--- config.mk ---
export PLATFORM = sky130hd
export DESIGN_NAME = move_to_front_key_cache_top
export DESIGN_NICKNAME = d
export VERILOG_FILES = /design/src/rtl/mtfkc_pkg.sv /design/src/rtl/move_to_front_key_cache_top.sv /design/src/rtl/mtfkc_cell.sv
export SDC_FILE = /design/constraint.sdc
export NUM_CORES = 2
export LEC_CHECK = 0
export BUFFER_PORTS_ARGS = -buffer_cell sky130_fd_sc_hd__buf_2
export CORE_UTILIZATION = 60
export DETAILED_ROUTE_END_ITERATION = 8
export PLACE_DENSITY = 0.77
export SKIP_CTS_REPAIR_TIMING = 1
export SLEW_MARGIN = 10
export SYNTH_ARGS = -nofsm -noshare
export SYNTH_HDL_FRONTEND = slang
export SYNTH_HIERARCHICAL = 1
export SYNTH_SLANG_ARGS = --single-unit
--- constraint.sdc ---
create_clock -name i_clk -period 6.2 [get_ports i_clk]
set_input_delay 1.24 -clock i_clk [delete_from_list [all_inputs] [get_ports i_clk]]
set_output_delay 1.24 -clock i_clk [all_outputs]
set_load 0.02 [all_outputs]
--- src/rtl/mtfkc_pkg.sv ---
package mtfkc_pkg;

    localparam int ENTRIES = 8;

    typedef enum logic [1:0] {
        CMD_CHECK = 2'd0,
        CMD_USE   = 2'd1,
        CMD_CLEAR = 2'd2
    } t_cmd;

    typedef enum logic [1:0] {
        S_IDLE,
        S_SCAN,
        S_DONE
    } t_state;

    typedef struct packed {
        logic [63:0] hi;
        logic [63:0] lo;
    } t_key;

    // One token walks down the chain of cells per item.
    typedef struct packed {
        logic       valid;
        logic [1:0] cmd;
        logic       found;
        t_key       carry;
    } t_tok;

endpackage

--- src/rtl/move_to_front_key_cache_top.sv ---
// An accepted beat is loaded into the token register, walks the chain of ENTRIES key
// cells, one cell per cycle, and its result is then loaded into the output register.
// A new item is taken only after the last one's result has been loaded (o_in_stall).
// A finished result waits in the output register while the next item is taken.
// Reset is synchronous and active low: all keys become zero, the chain and the
// output are emptied.
module move_to_front_key_cache_top
    import mtfkc_pkg::*;
(
    input  logic        i_clk,
    input  logic        i_rst_n,
    input  logic        i_in_valid,
    output logic        o_in_stall,
    input  logic [1:0]  i_command,
    input  logic [63:0] i_key_high,
    input  logic [63:0] i_key_low,
    input  logic [31:0] i_seg_length,
    output logic        o_out_valid,
    input  logic        i_out_stall,
    output logic        o_hit,
    output logic [31:0] o_bonus
);

    t_state r_state, n_state;
    t_tok   r_tok0;
    t_key   r_key;
    logic [1:0]  r_cmd;
    logic [31:0] r_len;
    logic        r_found;
    logic        r_out_valid;
    logic        r_hit;
    logic [31:0] r_bonus;
    logic        w_accept;
    logic        w_load_out;

    t_tok w_tok [ENTRIES+1];
    logic [ENTRIES:0] w_tok_v;

    assign w_tok[0] = r_tok0;

    genvar g;
    generate
        for (g = 0; g < ENTRIES; g++) begin : g_cell
            mtfkc_cell u_cell (
                .i_clk   (i_clk),
                .i_rst_n (i_rst_n),
                .i_tok   (w_tok[g]),
                .i_key   (r_key),
                .o_tok   (w_tok[g+1])
            );
        end
        for (g = 0; g <= ENTRIES; g++) begin : g_tv
            assign w_tok_v[g] = w_tok[g].valid;
        end
    endgenerate

    always_comb begin
        n_state    = r_state;
        w_accept   = 1'b0;
        w_load_out = 1'b0;
        case (r_state)
            S_IDLE: begin
                if (i_in_valid) begin
                    w_accept = 1'b1;
                    n_state  = S_SCAN;
                end
            end
            S_SCAN: begin
                if (w_tok[ENTRIES].valid) begin
                    n_state = S_DONE;
                end
            end
            S_DONE: begin
                if (!r_out_valid || !i_out_stall) begin
                    w_load_out = 1'b1;
                    n_state    = S_IDLE;
                end
            end
            default: n_state = S_IDLE;
        endcase
    end

    always_ff @(posedge i_clk) begin
        if (!i_rst_n) begin
            r_state <= S_IDLE;
        end else begin
            r_state <= n_state;
        end
    end

    always_ff @(posedge i_clk) begin
        if (!i_rst_n) begin
            r_tok0 <= '0;
        end else begin
            r_tok0.valid <= w_accept;
            if (w_accept) begin
                r_tok0.cmd      <= i_command;
                r_tok0.found    <= 1'b0;
                r_tok0.carry.hi <= i_key_high;
                r_tok0.carry.lo <= i_key_low;
            end
        end
    end

    always_ff @(posedge i_clk) begin
        if (w_accept) begin
            r_key.hi <= i_key_high;
            r_key.lo <= i_key_low;
            r_cmd    <= i_command;
            r_len    <= i_seg_length;
        end
        if (w_tok[ENTRIES].valid) begin
            r_found <= w_tok[ENTRIES].found;
        end
        if (w_load_out) begin
            r_hit   <= r_found && (r_cmd inside {CMD_CHECK, CMD_USE});
            r_bonus <= (r_found && (r_cmd == CMD_CHECK)) ? r_len : 32'd0;
        end
    end

    always_ff @(posedge i_clk) begin
        if (!i_rst_n) begin
            r_out_valid <= 1'b0;
        end else if (w_load_out) begin
            r_out_valid <= 1'b1;
        end else if (!i_out_stall) begin
            r_out_valid <= 1'b0;
        end
    end

    assign o_in_stall  = (r_state != S_IDLE);
    assign o_out_valid = r_out_valid;
    assign o_hit       = r_hit;
    assign o_bonus     = r_bonus;

    // Only one beat may be in the chain at any time.
    a_one_token: assert property (@(posedge i_clk) disable iff (!i_rst_n)
        $onehot0(w_tok_v))
        else $error("more than one token in the cell chain");

    a_start: assert property (@(posedge i_clk) disable iff (!i_rst_n)
        w_accept |=> w_tok[0].valid && (r_state == S_SCAN))
        else $error("accepted beat did not enter the chain");

    a_tail_in_scan: assert property (@(posedge i_clk) disable iff (!i_rst_n)
        w_tok[ENTRIES].valid |-> (r_state == S_SCAN))
        else $error("token left the chain outside a scan");

    a_bonus_hit: assert property (@(posedge i_clk) disable iff (!i_rst_n)
        (o_out_valid && (o_bonus != 32'd0)) |-> o_hit)
        else $error("bonus reported without a hit");

endmodule

--- src/rtl/mtfkc_cell.sv ---
module mtfkc_cell
    import mtfkc_pkg::*;
(
    input  logic i_clk,
    input  logic i_rst_n,
    input  t_tok i_tok,
    input  t_key i_key,
    output t_tok o_tok
);

    t_key r_key;
    t_tok r_tok;
    logic w_match;
    logic w_shift;

    assign w_match = (r_key == i_key);

    // A use beat that has not yet met its key takes the carried key and
    // passes the displaced one on to the next cell.
    assign w_shift = i_tok.valid && (i_tok.cmd == CMD_USE) && !i_tok.found;

    always_ff @(posedge i_clk) begin
        if (!i_rst_n) begin
            r_key <= '0;
        end else if (w_shift) begin
            r_key <= i_tok.carry;
        end else if (i_tok.valid && (i_tok.cmd == CMD_CLEAR)) begin
            r_key <= '0;
        end
    end

    always_ff @(posedge i_clk) begin
        if (!i_rst_n) begin
            r_tok <= '0;
        end else begin
            r_tok.valid <= i_tok.valid;
            r_tok.cmd   <= i_tok.cmd;
            r_tok.found <= i_tok.found | w_match;
            r_tok.carry <= w_shift ? r_key : i_tok.carry;
        end
    end

    assign o_tok = r_tok;

endmodule
### Yosys cells after proc, flatten, opt, wreduce, memory -nomap -nowiden

Cells that the tools add are included.

| word-level totals | value |
|---|---|
| input port bits | 166 |
| logic and storage cells | 185 |
| register bits | 2280 |
| output and inout port bits | 35 |

| operators by class | value |
|---|---|
| equal/unequal tests | 31 |
| reduce and logical (&&, ||, !) cells | 48 |
| bitwise logic cells | 7 |
| multiplexer cells | 33 |

Operators with widths:

| kind | count |
|---|---|
| two-way mux 128 bit | 23 |
| equality test 128 bit | 8 |
| logical AND 1 bit | 25 |
| equality test 2 x 1 -> 1 bit, second input constant | 10 |
| nonzero test 2 bit | 10 |
| equality test 2 bit, second input constant | 9 |
| zero test 1 bit | 9 |
| OR 1 bit | 7 |
| two-way mux 1 bit | 6 |
| two-way mux 2 bit | 3 |
| one-hot mux 2 bit (3 select lines) | 1 |
| zero test 2 bit | 2 |
| inequality test 2 x 1 -> 1 bit, second input constant | 2 |
| inequality test 2 bit, second input constant | 2 |
| AND reduction 3 bit | 1 |
| logical OR 1 bit | 1 |

### Logic depth before layout (Yosys ltp)

| logic depth | value |
|---|---|
| depth after elaboration | 5 |
| gate-level depth with buffers | 7 |
| gate-level depth less buffers | 6 |

### By module

Netlist, hierarchy kept.

Modules (own cells, without submodules):

| module | area an instance (µm²) | seq. area each (µm²) | instances | cells an instance |
|---|---|---|---|---|
| mtfkc_cell | 10744.1 | 5205.0 | 8 | 1166 |
| move_to_front_key_cache_top | 11461.0 | 8568.2 | 1 | 816 |

### Worst setup path after synthesis

No wires, ideal clock.

| timing path | value |
|---|---|
| path type | in2reg |
| start point | in i_out_stall |
| end point | reg r_bonus[0] (netlist: o_bonus[0]), enable pin |
| buffers on the path | 0 |
| library setup time | 0.434 ns |
| setup slack | 2.873 ns |
| required time | 5.766 ns |
| stages | 1 |
| arrival time | 2.893 ns |
| cells stage by stage | a21oi_1 |

| on the way | value |
|---|---|
| cells in the longest elaborated chain, start to end | 4 |

Ends and longest elaborated chain:

| item | line | source |
|---|---|---|
| start, declared | move_to_front_key_cache_top.sv:19 | `input logic i_out_stall,` |
| zero test 1 bit | n/a |  |
| logical OR 1 bit | move_to_front_key_cache_top.sv:74 | `if (!r_out_valid \|\| !i_out_stall) begin` |
| two-way mux 1 bit | move_to_front_key_cache_top.sv:74 |  |
| two-way mux 1 bit | move_to_front_key_cache_top.sv:61 | `case (r_state)` |
| end signal, assigned | move_to_front_key_cache_top.sv:117 | `r_bonus <= (r_found && (r_cmd == CMD_CHECK)) ? r_len : 32'd0;` |
| end, declared | move_to_front_key_cache_top.sv:32 | `logic [31:0] r_bonus;` |

Every way passes these cells.
A chain may end at the register's enable or synchronous reset.

==> metrics <==
status=complete, no violations; Slew headroom=0.0720; Fin Setup TNS=0 ns; H-tree Lvls=4; drt total wl=226 mm; antenna violations before repair=80; Initial Utilization=0.607; Leak Pwr=36.6 nW; Syn Inst Count=9,589; Cell Area, Synth=92,700 sq um; largest net degree at the start of global routing=275; Final ANT Viol Nets=0; IO buf count=200; fmax=0.279 GHz; slowest stage cell, crit path=nor4_1; Critical path buffers and inverters=0; DR vias=66,700; GP Congestion=0.865; Placement Rows=143; WL per Instance=19.4 microns; Top cell by count, worst path=nor4_1; CP max stage delay=1.20 ns; CTS tree=yes; TritonCTS Buffers=215; startpoint class of the critical path=flip-flop; Die W=395 microns; vias in the first global route=63,500; Crit Path Category=reg -> reg; Total Nets Final=9,532; Worst Tran Pin Value=1.38 ns; clk buf depth=3; global-route usage over all layers=0.281; yosys warns=6; wire length of the first global-routing pass=352 mm; unrepaired setup endpoints after global routing=no; IR Drop Worst-Case VDD=0.299 mV; Pwr Total=0.0295 W; CP endpoint kind=flip-flop; Slew Viols, Final=0; clk root buf=clkbuf_16; # DRC=0; final core utilization=0.661; Hold Path Class=reg -> reg; critical path data arrival time=4.35 ns; CTS sink count=2,280; Die Height=395 microns; period utilization=0.578; Final Hold Viols=0; Core Region=153,000 sq um; HPWL Detailed=151 mm; Area Overhead vs Synth=8.78%; CTS clock-pin slew for the worst setup and hold paths=0.06 ns; crit-path cells=xor2_1 -> nor4_1 -> nand4_1 -> nor4_1 -> a21oi_1 -> nor2b_1; CP required=6.96 ns; first drt pass iteration count=8; total gr overflow=0; worst-skew pair later-pin latency=0.84 ns; Initial DRC Count=5,666; share of cells above drive strength 1=0.0657; final setup violation count=0; worst clock skew=0.0220 ns; I/O pin count=201; Worst path top cell family by delay=simple AND/OR/NAND/NOR gates; minimum clock period=3.58 ns; critical path peak fanout=8; max cap viols=0; PwrDens=293 nW/um^2; Final WS setup=2.62 ns; Setup WS pre-CTS=2.65 ns; Mapped Avg Cell Area=9.67 sq um; DR vias/cell=5.74; Die ar.=156,000 sq um
[per-stage QoR]
step | instance area, sq um | cells | hold WS, ns
after CTS | 101000 | 11600 | 0.449
after global placement | 93700 | 11200 | 0.439
after detailed placement | 93700 | 11200 | 0.444
final | 101000 | 11600 | 0.447
after floorplan | 92700 | 9590 | 0.386
after global routing | 101000 | 11600 | 0.463
[area by class of cell]
class | count | area, sq um
Fill cell | 11700 | 51800
Timing Repair Buffer | 256 | 1600
Multi-Input combinational cell | 6613 | 41900
Tap cell | 2030 | 2540
Clock inverter | 69 | 597
Sequential cell | 2280 | 47600
Clock buffer | 332 | 6490
Antenna cell | 35 | 87.6
[cell usage in the layout, fill, tap and decap left out, types with 14 or more instances in the layout]
cell type,count
mux2i_1,130
a21boi_1,896
edfxtp_1,196
clkinv_1,14
buf_4,43
nand2_1,2053
nor4_1,264
diode_2,35
clkbuf_16,223
clkbuf_1,59
clkinv_2,37
nor2b_1,1033
buf_12,14
buf_2,199
a22oi_1,1024
nand4_1,64
clkbuf_8,50
dfxtp_1,2084
and2_1,55
xor2_1,1024
[flip-flops by register name (all words and copies together), names as in the netlist]
register / flops
o_bonus: 32
o_hit: 1
r_len: 32
r_cmd: 2
r_key: 128
r_tok0: 131
o_out_valid: 1
r_state: 2
g_cell.u_cell/r_key: 1024
r_found: 1
g_cell.u_cell/o_tok: 926
[metal layers]
layer  global-route usage  up-vias  wire length, microns
met5                    0        -                   285
met4                0.116       44                  8450
met3               0.0662      433                 15900
met2                0.449     1712                103000
met1                0.365    32400                 98500
li1                     -    32100                     -
[report_power, final]
part | internal, W | total, W | switching (W) | leakage [nW]
Clock | 0.00751 | 0.0131 | 0.00555 | 3.51
Sequential | 0.0151 | 0.0154 | 0.000337 | 18.7
Combinational | 0.000502 | 0.00106 | 0.000561 | 14.4
Total | 0.0231 | 0.0295 | 0.00645 | 36.6
[worst register-to-register path, cell delays in order (launching register included)]
cell and delay (ns):
edfxtp_1 0.65, xor2_1 0.24, nor4_1 0.71, nand4_1 0.40, nor4_1 1.20, a21oi_1 0.15
nor2b_1 0.16
[final timing paths]
path | cells after the start | start | slack (ns) | end
max | 6 | r_key[32] | 2.62 | g_cell[3].u_cell/o_tok[128]
min | 2 | g_cell[5].u_cell/o_tok[67] | 0.45 | g_cell[6].u_cell/o_tok[67]
max reg2reg | 6 | r_key[32] | 2.62 | g_cell[3].u_cell/o_tok[128]
min reg2reg | 2 | g_cell[5].u_cell/o_tok[67] | 0.45 | g_cell[6].u_cell/o_tok[67]
Note: power is estimated with default switching activity, not from simulation.
